$ cat src/rtl/ps2l_pkg.sv
// ps2l_pkg: shared types, scan codes and key tables for the set-1 line input block
// depends on nothing; imported by every module of the block
`default_nettype none

package ps2l_pkg;

  // fixed field widths
  localparam int SCAN_W = 8;
  localparam int CHAR_W = 7;
  localparam int ACT_W  = 3;
  localparam int POS_W  = 9;

  // default line capacity in slots
  localparam int LINE_LEN_DEF = 256;

  // set-1 scan codes with a special meaning
  localparam logic [SCAN_W-1:0] SC_ENTER       = 8'h1C;
  localparam logic [SCAN_W-1:0] SC_BACKSPACE   = 8'h0E;
  localparam logic [SCAN_W-1:0] SC_LSHIFT_MAKE = 8'h2A;
  localparam logic [SCAN_W-1:0] SC_RSHIFT_MAKE = 8'h36;
  localparam logic [SCAN_W-1:0] SC_LSHIFT_BRK  = 8'hAA;
  localparam logic [SCAN_W-1:0] SC_RSHIFT_BRK  = 8'hB6;

  // characters produced directly
  localparam logic [CHAR_W-1:0] CH_NUL     = 7'h00;
  localparam logic [CHAR_W-1:0] CH_NEWLINE = 7'h0A;

  // result action codes
  typedef enum logic [ACT_W-1:0] {
    ACT_STORED        = 3'd0,
    ACT_ERASED        = 3'd1,
    ACT_ERASE_IGNORED = 3'd2,
    ACT_LINE_END      = 3'd3,
    ACT_DROPPED       = 3'd4
  } action_t;

  // one decoded result plus its presence flag
  typedef struct packed {
    logic                valid;
    logic [CHAR_W-1:0]   ascii_char;
    action_t             action;
    logic [POS_W-1:0]    line_position;
  } result_t;

  // us layout, no shift
  function automatic logic [CHAR_W-1:0] plain_char(input logic [CHAR_W-1:0] code);
    logic [CHAR_W-1:0] ch;
    case (code)
      7'h02: ch = 7'h31;  7'h03: ch = 7'h32;  7'h04: ch = 7'h33;  7'h05: ch = 7'h34;
      7'h06: ch = 7'h35;  7'h07: ch = 7'h36;  7'h08: ch = 7'h37;  7'h09: ch = 7'h38;
      7'h0A: ch = 7'h39;  7'h0B: ch = 7'h30;  7'h0C: ch = 7'h2D;  7'h0D: ch = 7'h3D;
      7'h10: ch = 7'h71;  7'h11: ch = 7'h77;  7'h12: ch = 7'h65;  7'h13: ch = 7'h72;
      7'h14: ch = 7'h74;  7'h15: ch = 7'h79;  7'h16: ch = 7'h75;  7'h17: ch = 7'h69;
      7'h18: ch = 7'h6F;  7'h19: ch = 7'h70;  7'h1A: ch = 7'h5B;  7'h1B: ch = 7'h5D;
      7'h1E: ch = 7'h61;  7'h1F: ch = 7'h73;  7'h20: ch = 7'h64;  7'h21: ch = 7'h66;
      7'h22: ch = 7'h67;  7'h23: ch = 7'h68;  7'h24: ch = 7'h6A;  7'h25: ch = 7'h6B;
      7'h26: ch = 7'h6C;  7'h27: ch = 7'h3B;  7'h28: ch = 7'h27;  7'h2B: ch = 7'h5C;
      7'h2C: ch = 7'h7A;  7'h2D: ch = 7'h78;  7'h2E: ch = 7'h63;  7'h2F: ch = 7'h76;
      7'h30: ch = 7'h62;  7'h31: ch = 7'h6E;  7'h32: ch = 7'h6D;  7'h33: ch = 7'h2C;
      7'h34: ch = 7'h2E;  7'h35: ch = 7'h2F;  7'h39: ch = 7'h20;
      default: ch = CH_NUL;
    endcase
    return ch;
  endfunction

  // us layout, shift held
  function automatic logic [CHAR_W-1:0] shift_char(input logic [CHAR_W-1:0] code);
    logic [CHAR_W-1:0] ch;
    case (code)
      7'h02: ch = 7'h21;  7'h03: ch = 7'h40;  7'h04: ch = 7'h23;  7'h05: ch = 7'h24;
      7'h06: ch = 7'h25;  7'h07: ch = 7'h5E;  7'h08: ch = 7'h26;  7'h09: ch = 7'h2A;
      7'h0A: ch = 7'h28;  7'h0B: ch = 7'h29;  7'h0C: ch = 7'h5F;  7'h0D: ch = 7'h2B;
      7'h10: ch = 7'h51;  7'h11: ch = 7'h57;  7'h12: ch = 7'h45;  7'h13: ch = 7'h52;
      7'h14: ch = 7'h54;  7'h15: ch = 7'h59;  7'h16: ch = 7'h55;  7'h17: ch = 7'h49;
      7'h18: ch = 7'h4F;  7'h19: ch = 7'h50;  7'h1A: ch = 7'h7B;  7'h1B: ch = 7'h7D;
      7'h1E: ch = 7'h41;  7'h1F: ch = 7'h53;  7'h20: ch = 7'h44;  7'h21: ch = 7'h46;
      7'h22: ch = 7'h47;  7'h23: ch = 7'h48;  7'h24: ch = 7'h4A;  7'h25: ch = 7'h4B;
      7'h26: ch = 7'h4C;  7'h27: ch = 7'h3A;  7'h28: ch = 7'h22;  7'h2B: ch = 7'h7C;
      7'h2C: ch = 7'h5A;  7'h2D: ch = 7'h58;  7'h2E: ch = 7'h43;  7'h2F: ch = 7'h56;
      7'h30: ch = 7'h42;  7'h31: ch = 7'h4E;  7'h32: ch = 7'h4D;  7'h33: ch = 7'h3C;
      7'h34: ch = 7'h3E;  7'h35: ch = 7'h3F;  7'h39: ch = 7'h20;
      default: ch = CH_NUL;
    endcase
    return ch;
  endfunction

endpackage

`default_nettype wire

$ cat src/rtl/ps2l_keymap.sv
// ps2l_keymap: make code to us-layout ascii translation, shifted or plain
// depends on ps2l_pkg key tables
`default_nettype none

module ps2l_keymap
  import ps2l_pkg::*;
(
  input  wire logic [CHAR_W-1:0] code,
  input  wire logic              shift,
  output logic      [CHAR_W-1:0] ch
);

  // both tables in parallel, shift picks one
  logic [CHAR_W-1:0] ch_plain;
  logic [CHAR_W-1:0] ch_shift;

  assign ch_plain = plain_char(code);
  assign ch_shift = shift_char(code);
  assign ch       = shift ? ch_shift : ch_plain;

endmodule

`default_nettype wire

$ cat src/rtl/ps2l_line_ctrl.sv
// ps2l_line_ctrl: shift flag, line slot counter and result decode for one scan byte
// depends on ps2l_pkg and ps2l_keymap
`default_nettype none

module ps2l_line_ctrl
  import ps2l_pkg::*;
#(
  parameter int LINE_LEN = LINE_LEN_DEF
) (
  input  wire logic              clk,
  input  wire logic              rst,
  input  wire logic [SCAN_W-1:0] scan,
  input  wire logic              step,
  output result_t                res
);

  localparam int SLOT_W = $clog2(LINE_LEN + 1);
  localparam logic [SLOT_W-1:0] SLOT_FULL = SLOT_W'(LINE_LEN);
  localparam logic [POS_W-1:0]  POS_NONE  = POS_W'(LINE_LEN);

  logic              shift_held;
  logic              shift_held_next;
  logic [SLOT_W-1:0] write_slot;
  logic [SLOT_W-1:0] write_slot_next;
  logic [SLOT_W-1:0] slot_dec;
  logic [CHAR_W-1:0] key_char;
  logic              is_shift_make;
  logic              is_shift_brk;

  ps2l_keymap u_keymap (
    .code  (scan[CHAR_W-1:0]),
    .shift (shift_held),
    .ch    (key_char)
  );

  assign is_shift_make = (scan == SC_LSHIFT_MAKE) || (scan == SC_RSHIFT_MAKE);
  assign is_shift_brk  = (scan == SC_LSHIFT_BRK)  || (scan == SC_RSHIFT_BRK);
  assign slot_dec      = write_slot - SLOT_W'(1);

  // decode the byte into a result and the next state
  always_comb begin
    shift_held_next   = shift_held;
    write_slot_next   = write_slot;
    res.valid         = 1'b0;
    res.ascii_char    = CH_NUL;
    res.action        = ACT_STORED;
    res.line_position = POS_NONE;
    if (is_shift_make) begin
      shift_held_next = 1'b1;
    end else if (is_shift_brk) begin
      shift_held_next = 1'b0;
    end else if (!scan[SCAN_W-1]) begin
      res.valid = 1'b1;
      if (scan == SC_ENTER) begin
        res.ascii_char  = CH_NEWLINE;
        res.action      = ACT_LINE_END;
        write_slot_next = '0;
      end else if (scan == SC_BACKSPACE) begin
        if (write_slot == '0) begin
          res.action = ACT_ERASE_IGNORED;
        end else begin
          res.action        = ACT_ERASED;
          res.line_position = POS_W'(slot_dec);
          write_slot_next   = slot_dec;
        end
      end else begin
        res.ascii_char = key_char;
        if (write_slot == SLOT_FULL) begin
          res.action = ACT_DROPPED;
        end else begin
          res.line_position = POS_W'(write_slot);
          write_slot_next   = write_slot + SLOT_W'(1);
        end
      end
    end
  end

  // state advances once per consumed item
  always_ff @(posedge clk) begin
    if (rst) begin
      shift_held <= 1'b0;
      write_slot <= '0;
    end else if (step) begin
      shift_held <= shift_held_next;
      write_slot <= write_slot_next;
    end
  end

endmodule

`default_nettype wire

$ cat src/rtl/ps2_set1_line_input.sv
// ps2_set1_line_input: top level, input register, line control and result register
// depends on ps2l_pkg and ps2l_line_ctrl
//
//  channel  | handshake            | payload
//  ---------+----------------------+------------------------------------------
//  input    | in_valid / in_ready  | scan_byte[7:0]
//  result   | out_valid / out_ready| ascii_char[6:0], action[2:0], line_position[8:0]
//
// one item per cycle sustained while the result side does not stall; a byte waits in the input register,
// is decoded there and its result, if any, is loaded into the result register as it leaves
// shift and break bytes give no result and leave the input register even when the result stalls
// rst clears the shift flag, the slot counter and both valid flags
// a stalled result holds the input register only when that byte has a result
`default_nettype none

module ps2_set1_line_input
  import ps2l_pkg::*;
#(
  parameter int LINE_LEN = LINE_LEN_DEF
) (
  input  wire logic              clk,
  input  wire logic              rst,
  input  wire logic              in_valid,
  output logic                   in_ready,
  input  wire logic [SCAN_W-1:0] scan_byte,
  output logic                   out_valid,
  input  wire logic              out_ready,
  output logic      [CHAR_W-1:0] ascii_char,
  output logic      [ACT_W-1:0]  action,
  output logic      [POS_W-1:0]  line_position
);

  logic              s1_valid;
  logic [SCAN_W-1:0] s1_byte;
  logic              s1_adv;
  logic              out_free;
  result_t           res;

  // input register advances when its result, if any, can be loaded
  assign out_free = !out_valid || out_ready;
  assign s1_adv   = s1_valid && (!res.valid || out_free);
  assign in_ready = !s1_valid || s1_adv;

  always_ff @(posedge clk) begin
    if (rst) begin
      s1_valid <= 1'b0;
    end else if (in_ready) begin
      s1_valid <= in_valid;
    end
  end

  always_ff @(posedge clk) begin
    if (in_ready && in_valid) begin
      s1_byte <= scan_byte;
    end
  end

  ps2l_line_ctrl #(
    .LINE_LEN (LINE_LEN)
  ) u_line_ctrl (
    .clk  (clk),
    .rst  (rst),
    .scan (s1_byte),
    .step (s1_adv),
    .res  (res)
  );

  // result register
  always_ff @(posedge clk) begin
    if (rst) begin
      out_valid <= 1'b0;
    end else if (s1_adv && res.valid) begin
      out_valid <= 1'b1;
    end else if (out_ready) begin
      out_valid <= 1'b0;
    end
  end

  always_ff @(posedge clk) begin
    if (s1_adv && res.valid) begin
      ascii_char    <= res.ascii_char;
      action        <= res.action;
      line_position <= res.line_position;
    end
  end

endmodule

`default_nettype wire

$ cat config.mk
export PLATFORM = sky130hd
export DESIGN_NAME = ps2_set1_line_input
export DESIGN_NICKNAME = d
export VERILOG_FILES = /design/src/rtl/ps2l_pkg.sv /design/src/rtl/ps2l_keymap.sv /design/src/rtl/ps2l_line_ctrl.sv /design/src/rtl/ps2_set1_line_input.sv
export SDC_FILE = /design/constraint.sdc
export NUM_CORES = 1
export LEC_CHECK = 0
export ABC_AREA = 1
export BUFFER_PORTS_ARGS = -buffer_cell sky130_fd_sc_hd__buf_2
export CORE_MARGIN = 4
export CORE_UTILIZATION = 60
export CTS_BUF_LIST = sky130_fd_sc_hd__clkbuf_16
export DETAILED_ROUTE_END_ITERATION = 8
export GPL_TIMING_DRIVEN = 0
export PLACE_DENSITY = 0.91
export SYNTH_ARGS = -nofsm -noshare
export SYNTH_HDL_FRONTEND = slang
export SYNTH_SLANG_ARGS = --single-unit
$ cat constraint.sdc
create_clock -name clk -period 3.61 [get_ports clk]
set_clock_uncertainty 0.15 [all_clocks]
set_input_delay 0.361 -clock clk [delete_from_list [all_inputs] [get_ports clk]]
set_output_delay 0.361 -clock clk [all_outputs]
set_load 0.02 [all_outputs]
======== Word-level counts from Yosys, hierarchy flattened ========
Memories as Yosys holds them, arrays and structs flattened. A register that Yosys moved wholly into a read port is not among the register bits.
Cells that the tools add are included.
storage, ports and cells
  memory bits (read-only) ................. 896
  memories kept ........................... 2
  register bits after elaboration ......... 39
  output and inout port bits .............. 21
  logic and storage cells ................. 69
operators by class
  mux-type cells .......................... 24
  eq/ne operators ......................... 9
  add/subtract/negate cells ............... 2
  bitwise logic cells ..................... 3
  reductions and logical operators ........ 19
memories
  name             words  width  rd ports  clocked after Yosys merged registers in  wr ports  line            RTL
  (no name shown)  64     7      1         1                                        0         ps2l_pkg.sv:69  case (code)
  (no name shown)  64     7      1         1                                        0         ps2l_pkg.sv:48  case (code)
operators by type and width
  operator               count
  $mux W9                7
  $mux W20               3
  $mux W7                4
  $eq A8 B6 Y1 const B   2
  $eq A8 B8 Y1 const B   2
  $mux W12               1
  $mux W6                2
  $mux W10               1
  $add A9 B1 Y9 const B  1
  $eq A9 B9 Y1 const B   1
  $logic_not A9 Y1       1
  $sub A9 B1 Y9 const B  1
  $eq A8 B4 Y1 const B   1
  $eq A8 B5 Y1 const B   1
  $reduce_and A6 Y1      1
  $logic_or A1 B1 Y1     5
  $reduce_or A5 Y1       1
  $mux W1                4
  $reduce_bool A2 Y1     2
  $reduce_or A4 Y1       1
  $logic_and A1 B1 Y1    3
  $logic_not A1 Y1       3
  $mux W3                1
  $ne A3 B1 Y1 const B   1
  other kinds (5)        7

======== Depth between registers and ports, before layout ========
Gate-level depths: netlist of the first run.
  depth in word-level cells ............... 13
  mapped depth ............................ 22
  gate-level depth less buffers ........... 21

======== By module ========
Synthesis of the first run repeated with hierarchy kept, for this count alone.
unflattened totals
  cells, all modules ...................... 510
  area, all modules ....................... 3533.4 µm²
by module, submodules not included
  module               times used  seq. area each (µm²)  cells an instance  area each (µm²)
  ps2l_line_ctrl       1           200.2                 257                1501.4
  ps2l_keymap          1           0.0                   207                1099.8
  ps2_set1_line_input  1           850.8                 46                 932.1

======== Least setup slack after synthesis of the first run ========
Ideal clock, no wire load.
  path type ............................... register to register
  start ................................... register s1_byte[7]
  end ..................................... register u_line_ctrl.write_slot[1]
  setup time .............................. 0.070 ns
  setup slack ............................. 0.863 ns
  data arrival time ....................... 2.526 ns
  data required time ...................... 3.390 ns
  period minus slack after synthesis ...... 2.747 ns
  cell stages (with the launch flop) ...... 14
  cell sequence ........................... edfxtp_1 inv_2 nand2_2 nor2_1 nand2_1 nand2_2 nor2_4 nand2_1 nand2_1 nor2_1 nand2_2 nor2_1 o21ai_0 a21oi_1
on the way
  cells in the longest elaborated chain, start to end .. 8
  elaborated cells between the ends (all ways) .. 22
  classes of those cells .................. 8 x eq/ne; 5 x mux; 3 x bitwise; 6 x reduce/logical
RTL lines
  item                         line                       RTL
  start: declaration           ps2_set1_line_input.sv:34  logic [SCAN_W-1:0] s1_byte;
  start signal: assignment     ps2_set1_line_input.sv:54  s1_byte <= scan_byte;
  $eq A8 B8 Y1                 ps2l_line_ctrl.sv:37       assign is_shift_brk = (scan == SC_LSHIFT_BRK) || (scan == SC_RSHIFT_BRK);
  $logic_or A1 B1 Y1           ps2l_line_ctrl.sv:37
  $mux W20                     ps2l_line_ctrl.sv:50       end else if (is_shift_brk) begin
  $mux W20                     ps2l_line_ctrl.sv:48       if (is_shift_make) begin
  $logic_not A1 Y1             ps2_set1_line_input.sv:41  assign s1_adv = s1_valid && (!res.valid || out_free);
  $logic_or A1 B1 Y1           ps2_set1_line_input.sv:41
  $logic_and A1 B1 Y1          ps2_set1_line_input.sv:41
  $reduce_and A6 Y1 (no line)  n/a
  end signal: assignment       ps2l_line_ctrl.sv:85       write_slot <= write_slot_next;
  end: declaration             ps2l_line_ctrl.sv:23       logic [SLOT_W-1:0] write_slot;
Parallel ways exist; a longest one is shown, timed or not.
A chain may end at the register's enable or synchronous reset.

==> key figures, run 1 <==
Run status
  • Status: complete, no violations

Setup path
  • Critical-path cell list: nand2_1, nor2_1, nand2_1, nand2_2, nor2_4, nand3_4, nand2_4, buf_8, nand2_2, nand2_4, inv_2, ha_1, inv_1, nand2_1, nand3_1, nor2_1, o21ai_1, nand2_1
  • Critical Path Fanout Max: 12
  • Crit path launch type: flip-flop
  • Worst Path Buf+Inv: 3
  • Family with the most delay on the worst path: simple AND/OR/NAND/NOR gates
  • WP data arrival: 2.90 ns
  • Setup crit end kind: flip-flop
  • Cell mode on critical path: nand2_1
  • Slowest stage cell, crit path: edfxtp_1
  • CP Class: flip-flop to flip-flop
  • CP Data Required Time: 3.63 ns
  • Crit path largest cell delay: 0.43 ns

Clock network
  • H-tree levels: 2
  • Clock Tree Buf Depth: 2
  • Total CTS buffers: 5
  • Clock Tree Root: clkbuf_16
  • Worst-Skew Late Latency: 0.29 ns
  • Clock Sinks: 53
  • # hold bufs at CTS: 0
  • Reg clk slew, reported paths: 0.07 ns
  • TritonCTS clock tree: built
  • PostCTS Resize Cnt: 0
  • Post-CTS Setup Inserts: 0

Routing
  • Routed vias: 3402
  • Post-Route WL: 8.488 mm
  • DR pass1 iterations: 5
  • Vias per cell: 5.568
  • Drt wl/cell: 13.89 µm
  • DRT iter0 DRCs: 269
  • Residual DRC: 0
  • Post-DRT Antenna Nets: 0

Power and ir drop
  • Cell Pwr Density: 380.2 mW/mm²
  • Internal power: 1.057 mW
  • Leakage: 1.956 nW
  • Sw Share: 30.73%
  • Net Switching: 0.4686 mW
  • Clock share of power: 31.7%
  • Seq pwr share: 45.4%
  • Combinational share of power: 22.9%
  • Worst vdd ir: 0.2886 mV

Job
  • Max-Cap Viols: 0

Timing
  • Final hold vios: 0
  • Fin crit share: 79.65%
  • Relative slew margins: 63.93%
  • Post-Route Setup TNS: 0 ns
  • Slew @ Worst Pin: 0.5410 ns
  • Setup violations, final: 0
  • Period minus WS final: 2.875 ns
  • Fin. max-slew vios: 0
  • WHS: 0.09194 ns
  • RSZ-0062 raised after global routing: no
  • FMAX: 347.8 MHz

Placed design
  • DP Area: 0.003860 mm²
  • Routability cong.: 0.9935
  • Final HPWL DP: 6.448 mm
  • Number of buffers added on ports: 31

Synthesis
  • Share of the synthesized area in the top cell type: 22.54%
  • Flops & latches, synth: 53
  • Sequential element share of the synthesized area: 37.01%
  • Post-Synthesis Cells: 499
  • Ys async rst share: 0%
  • Cell area after synthesis: 0.003597 mm²
  • Area contributors post-synth: edfxtp_1 (23%), nand2_1 (17%), dfxtp_1 (14%)
  • YS warnings: 0
  • Synthesized area per cell: 7.209 µm²
  • Primary FF master, synth: edfxtp_1
  • Synth area leader: edfxtp_1
  • Synth unique cells: 37
  • EDFF count, synth: 27
  • Syn_nets: 523

Hold path
  • Min-delay worst type: input pin to flip-flop

Floorplanning
  • Starting Density: 63.38%
  • Die H: 85.43 µm
  • Die Area: 0.007298 mm²
  • Die Wd: 85.43 µm
  • Row cnt: 27
  • # IOs: 33
  • Placeable Area: 0.005675 mm²

Layout
  • Inserted Diodes: 0
  • Finished Cell Area: 0.004011 mm²
  • Layout cell share with drive strength beyond 1: 17.25%
  • Final Net Count: 562
  • Area Overhead vs Synth: 11.51%

Global route
  • First-pass GRT wire length: 14.25 mm
  • Gr ovfl total: 0
  • Pin count of the biggest net entering global routing: 22
  • Vias in the first global route: 3152
  • Initial antenna violation count: 0
  • Total GRT Usage: 23.75%
-- power by group through the flow --
stage | Combinational (mW) | Sequential [mW] | Clock [mW]
2_1_floorplan | 0.250 | 0.712 | 0
3_3_place_gp | 0.333 | 0.704 | 0
3_5_place_dp | 0.340 | 0.706 | 0
4_1_cts | 0.342 | 0.693 | 0.486
5_1_grt | 0.390 | 0.697 | 0.517
6_report | 0.350 | 0.693 | 0.483
-- cells by family after synthesis --
group / Yosys count / share of synthesized area (%)
simple gates: 285 / 35.03
buf+inv: 71 / 9.391
compound gates: 58 / 9.218
fa+ha+maj: 12 / 4.174
mux: 7 / 2.017
xor+xnor: 13 / 3.165
flops: 53 / 37.01
-- synth_stat cells (2+ instances only) --
| cell | number |
|---|---|
| o21ai_1 | 9 |
| o211ai_1 | 3 |
| a32oi_1 | 3 |
| nor2_2 | 2 |
| o21ai_2 | 2 |
| nand2_1 | 163 |
| edfxtp_1 | 27 |
| a211oi_1 | 2 |
| inv_2 | 9 |
| mux2_2 | 2 |
| nor2_1 | 39 |
| buf_4 | 2 |
| ha_1 | 12 |
| xor2_1 | 12 |
| clkbuf_1 | 2 |
| inv_1 | 44 |
| a21oi_1 | 20 |
| nor3_1 | 9 |
| nand2_4 | 7 |
| nand4_1 | 2 |
| o21ai_0 | 14 |
| nand2_2 | 13 |
| dfxtp_1 | 26 |
| o22ai_1 | 3 |
| buf_2 | 5 |
| buf_6 | 6 |
| mux2i_1 | 5 |
| nand3_1 | 47 |
-- layer usage --
| metal | global-route usage, % | up-vias | share of wire [%] |
|---|---|---|---|
| met5 | 0 | - | 0 |
| met1 | 31.31 | 1511 | 44 |
| met3 | 4.175 | 14 | 8.5 |
| li1 | - | 1694 | - |
| met2 | 38.49 | 183 | 46 |
| met4 | 9.496 | 0 | 1.6 |
-- worst paths after layout --
kind	startpoint	endpoint	slack (ns)	cells after the start
worst max-delay path	s1_byte[1]$_DFFE_PP_	flip-flop	0.73	18
worst min-delay path	scan_byte[6]	s1_byte[6]$_DFFE_PP_	0.09	1
worst max register to register	s1_byte[1]$_DFFE_PP_	flip-flop	0.73	18
worst min register to register	u_line_ctrl.write_slot[8]$_SDFFE_PP0P_	u_line_ctrl.write_slot[8]$_SDFFE_PP0P_	0.36	2
-- cells in the final DEF (no fill, tap or decap), drive strengths merged, types with 3 or more instances in the layout --
| cell type | count |
|---|---|
| nand2 | 183 |
| inv | 54 |
| nand3 | 48 |
| buf | 47 |
| nor2 | 42 |
| edfxtp | 27 |
| dfxtp | 26 |
| o21ai | 25 |
| a21oi | 20 |
| xor2 | 12 |
| ha | 12 |
| nor3 | 9 |
| clkbuf | 8 |
| mux2i | 5 |
| o211ai | 3 |
| o22ai | 3 |
| a32oi | 3 |
-- area by class of cell --
class / count / area, µm²
clock inverters: 3 / 26.28
inverters: 53 / 198.9
well taps: 72 / 90.09
repair buffers: 32 / 170.2
flip-flops and latches: 53 / 1331
multi-input cells: 375 / 1931
fillers: 486 / 1664
plain buffers: 18 / 138.9
clock buffers: 5 / 125.1
-- through the flow --
stage / utilization, % / power, mW / instances / setup slack (ns)
detailed placement: 68.01 / 1.047 / 603 / 0.7742
global placement: 67.70 / 1.037 / 602 / 0.2078
finish: 70.68 / 1.525 / 611 / 0.7346
CTS: 70.68 / 1.522 / 611 / 0.7616
floorplan: - / 0.9615 / 499 / 0.8635
global route: 70.68 / 1.603 / 611 / 0.4382
(Power assumes the default switching activity.)
==> run 2: changes to the inputs <==
==> constraint.sdc (replaced) <==
create_clock -name clk -period 2.9 [get_ports clk]
set_clock_uncertainty 0.15 [all_clocks]
set_input_delay 0.29 -clock clk [delete_from_list [all_inputs] [get_ports clk]]
set_output_delay 0.29 -clock clk [all_outputs]
set_load 0.02 [all_outputs]
==> key figures, run 2 (synthesis gave the netlist of run 1 again) <==
Layout
  • Area Overhead vs Synth: 13.84%
  • Finished Cell Area: 0.004095 mm² (+2.1%)
  • Commonest non-fill, non-tap cells in the layout: nand2_1 (160), nand3_1 (47), inv_1 (43)
  • Final Net Count: 568 (+1.1%)
  • Post-layout util: 72.16% (+1.5 points)
  • Layout cell share with drive strength beyond 1: 19.27% (+2.0 points)
  • Non-filler cells, final: 617 (+0.98%)
  • Inserted Diodes: 0 (unchanged)
  • Most common cell after layout, fill and taps aside: nand2_1

Routing
  • Post-DRT Antenna Nets: 0 (unchanged)
  • Top Metal Used: met4
  • Routed vias: 3419 (+0.50%)
  • Met1 Wirelength: 3.687 mm (-1.2%)
  • DR pass1 iterations: 5 (unchanged)
  • Post-Route WL: 8.633 mm (+1.7%)
  • Drt wl/cell: 13.99 µm (+0.72%)
  • Vias per cell: 5.541 (-0.48%)
  • Met2 WL post-DR: 4.064 mm (+4.2%)
  • DRT iter0 DRCs: 302 (+12%)
  • Met3 WL: 744 µm (+3.0%)
  • Residual DRC: 0 (unchanged)

Setup path
  • Reg2reg setup slack: 0.16 ns (-0.57 ns)
  • WP data arrival: 2.78 ns (-0.12 ns)
  • Critical Path Fanout Max: 12 (unchanged)
  • CP Class: flip-flop to flip-flop
  • Setup crit end kind: flip-flop
  • Worst setup path startpoint: s1_byte[0]$_DFFE_PP_
  • Crit path launch type: flip-flop
  • CP Data Required Time: 2.94 ns (-0.69 ns)
  • Reg2Reg Depth: 22 (+4)
  • Reg2Reg Launch Point: s1_byte[0]$_DFFE_PP_

Global route
  • First-pass GRT wire length: 14.25 mm (unchanged)
  • Initial antenna violation count: 0 (unchanged)
  • Gr ovfl total: 0 (unchanged)
  • Pin count of the biggest net entering global routing: 22 (unchanged)
  • Vias in the first global route: 3152 (unchanged)
  • Total GRT Usage: 23.75% (unchanged)

Timing
  • FMAX: 364.9 MHz (+4.9%)
  • Final hold vios: 0 (unchanged)
  • Slew @ Worst Pin: 0.5410 ns (-0.00001961 ns)
  • Period minus WS final: 2.740 ns (-0.1352 ns)
  • WHS: 0.01998 ns (-0.07196 ns)
  • Setup violations, final: 0 (unchanged)
  • Post-Route Setup TNS: 0 ns (unchanged)
  • Fin. max-slew vios: 0 (unchanged)
  • Final WS setup: 0.1597 ns (-0.5748 ns)
  • Fin crit share: 94.49% (+15 points)
  • Relative slew margins: 63.94% (about the same)

Power and ir drop
  • Worst vdd ir: 0.3613 mV (+25%)
  • Power Total: 1.914 mW (+25%)
  • Cell Pwr Density: 467.4 mW/mm² (+23%)
  • Leakage: 1.986 nW (+1.5%)

Clock network
  • Reg clk slew, reported paths: 0.07 ns (about the same)
  • Total CTS buffers: 5 (unchanged)
  • Clock Tree Root: clkbuf_16
  • Clock Sinks: 53 (unchanged)
  • Clock Tree Buf Depth: 2 (unchanged)
  • Worst-Skew Late Latency: 0.29 ns (about the same)
  • H-tree levels: 2 (unchanged)
  • TritonCTS clock tree: built

Floorplanning
  • Die Wd: 85.43 µm (unchanged)
  • # IOs: 33 (unchanged)
  • Placeable Area: 0.005675 mm² (unchanged)
  • Row cnt: 27 (unchanged)
  • Starting Density: 63.38% (unchanged)
  • Die H: 85.43 µm (unchanged)
  • Die Area: 0.007298 mm² (unchanged)

Hold path
  • Hold depth: 1 (unchanged)
  • Worst min-delay path endpoint: s1_byte[6]$_DFFE_PP_
  • Min-delay worst type: input pin to flip-flop
  • Hold Startpoint: scan_byte[6]

Placed design
  • DP Area: 0.003860 mm² (unchanged)
  • Routability cong.: 0.9935 (unchanged)
  • Final HPWL DP: 6.448 mm (unchanged)
  • Post-placement setup slack: 0.06418 ns (-0.7100 ns)
  • DP Cell Count: 603 (unchanged)
  • Number of buffers added on ports: 31 (unchanged)

Job
  • Max-Cap Viols: 0 (unchanged)

Run status
  • Status: complete, no violations
-- run 2: worst max-delay path, stage by stage, from the launching register on --
cell      delay [ns]
edfxtp_1        0.40
inv_2           0.10
nand2_2         0.08
nor2_1          0.16
nand2_1         0.08
nand2_2         0.11
nor2_4          0.05
nand3_4         0.11
nand2_4         0.09
buf_8           0.15
nand2_2         0.10
nand2_8         0.10
inv_4           0.11
ha_1            0.19
inv_1           0.05
nand3_1         0.12
nand2_1         0.08
nand2_1         0.06
nand2_1         0.08
nand2_1         0.09
nand2_1         0.06
nand2_1         0.05
nand2_1         0.04
-- run 2: layout make-up --
class / instances / area, µm²
flip-flops and latches: 53 / 1331
repair buffers: 38 / 215.2
multi-input cells: 375 / 1967
fillers: 474 / 1580
clock inverters: 3 / 26.28
clock buffers: 5 / 125.1
plain buffers: 18 / 138.9
inverters: 53 / 201.4
well taps: 72 / 90.09
-- run 2: worst max path at each step --
stage                                                         to  slack [ns]  depth (start not counted)
after detailed placement                               flip-flop        0.06                         18
after global routing                                   flip-flop       -0.04                         21
after CTS                                              flip-flop        0.05                         18
after floorplan           u_line_ctrl.write_slot[1]$_SDFFE_PP0P_        0.15                         13
final                                                  flip-flop        0.16                         22
after global placement    u_line_ctrl.write_slot[1]$_SDFFE_PP0P_       -0.50                         13
-- run 2: timing repair --
action / in CTS / in global routing
hold buffers: 0 / 0
setup endpoints to repair: 0 / 13
setup buffers: 0 / 6
gates resized for setup: 0 / 9
-- run 2: metal layers --
layer / GRT usage, % / up-vias
met1: 31.31 / 1525
met3: 4.175 / 13
met4: 9.496 / 0
li1: - / 1707
met2: 38.49 / 174
met5: 0 / -
-- run 2: report_power, final --
part	internal [mW]	switching (mW)	leakage (nW)
Sequential	0.841	0.0202	0.467
Clock	0.326	0.276	0.0744
Combinational	0.156	0.294	1.44
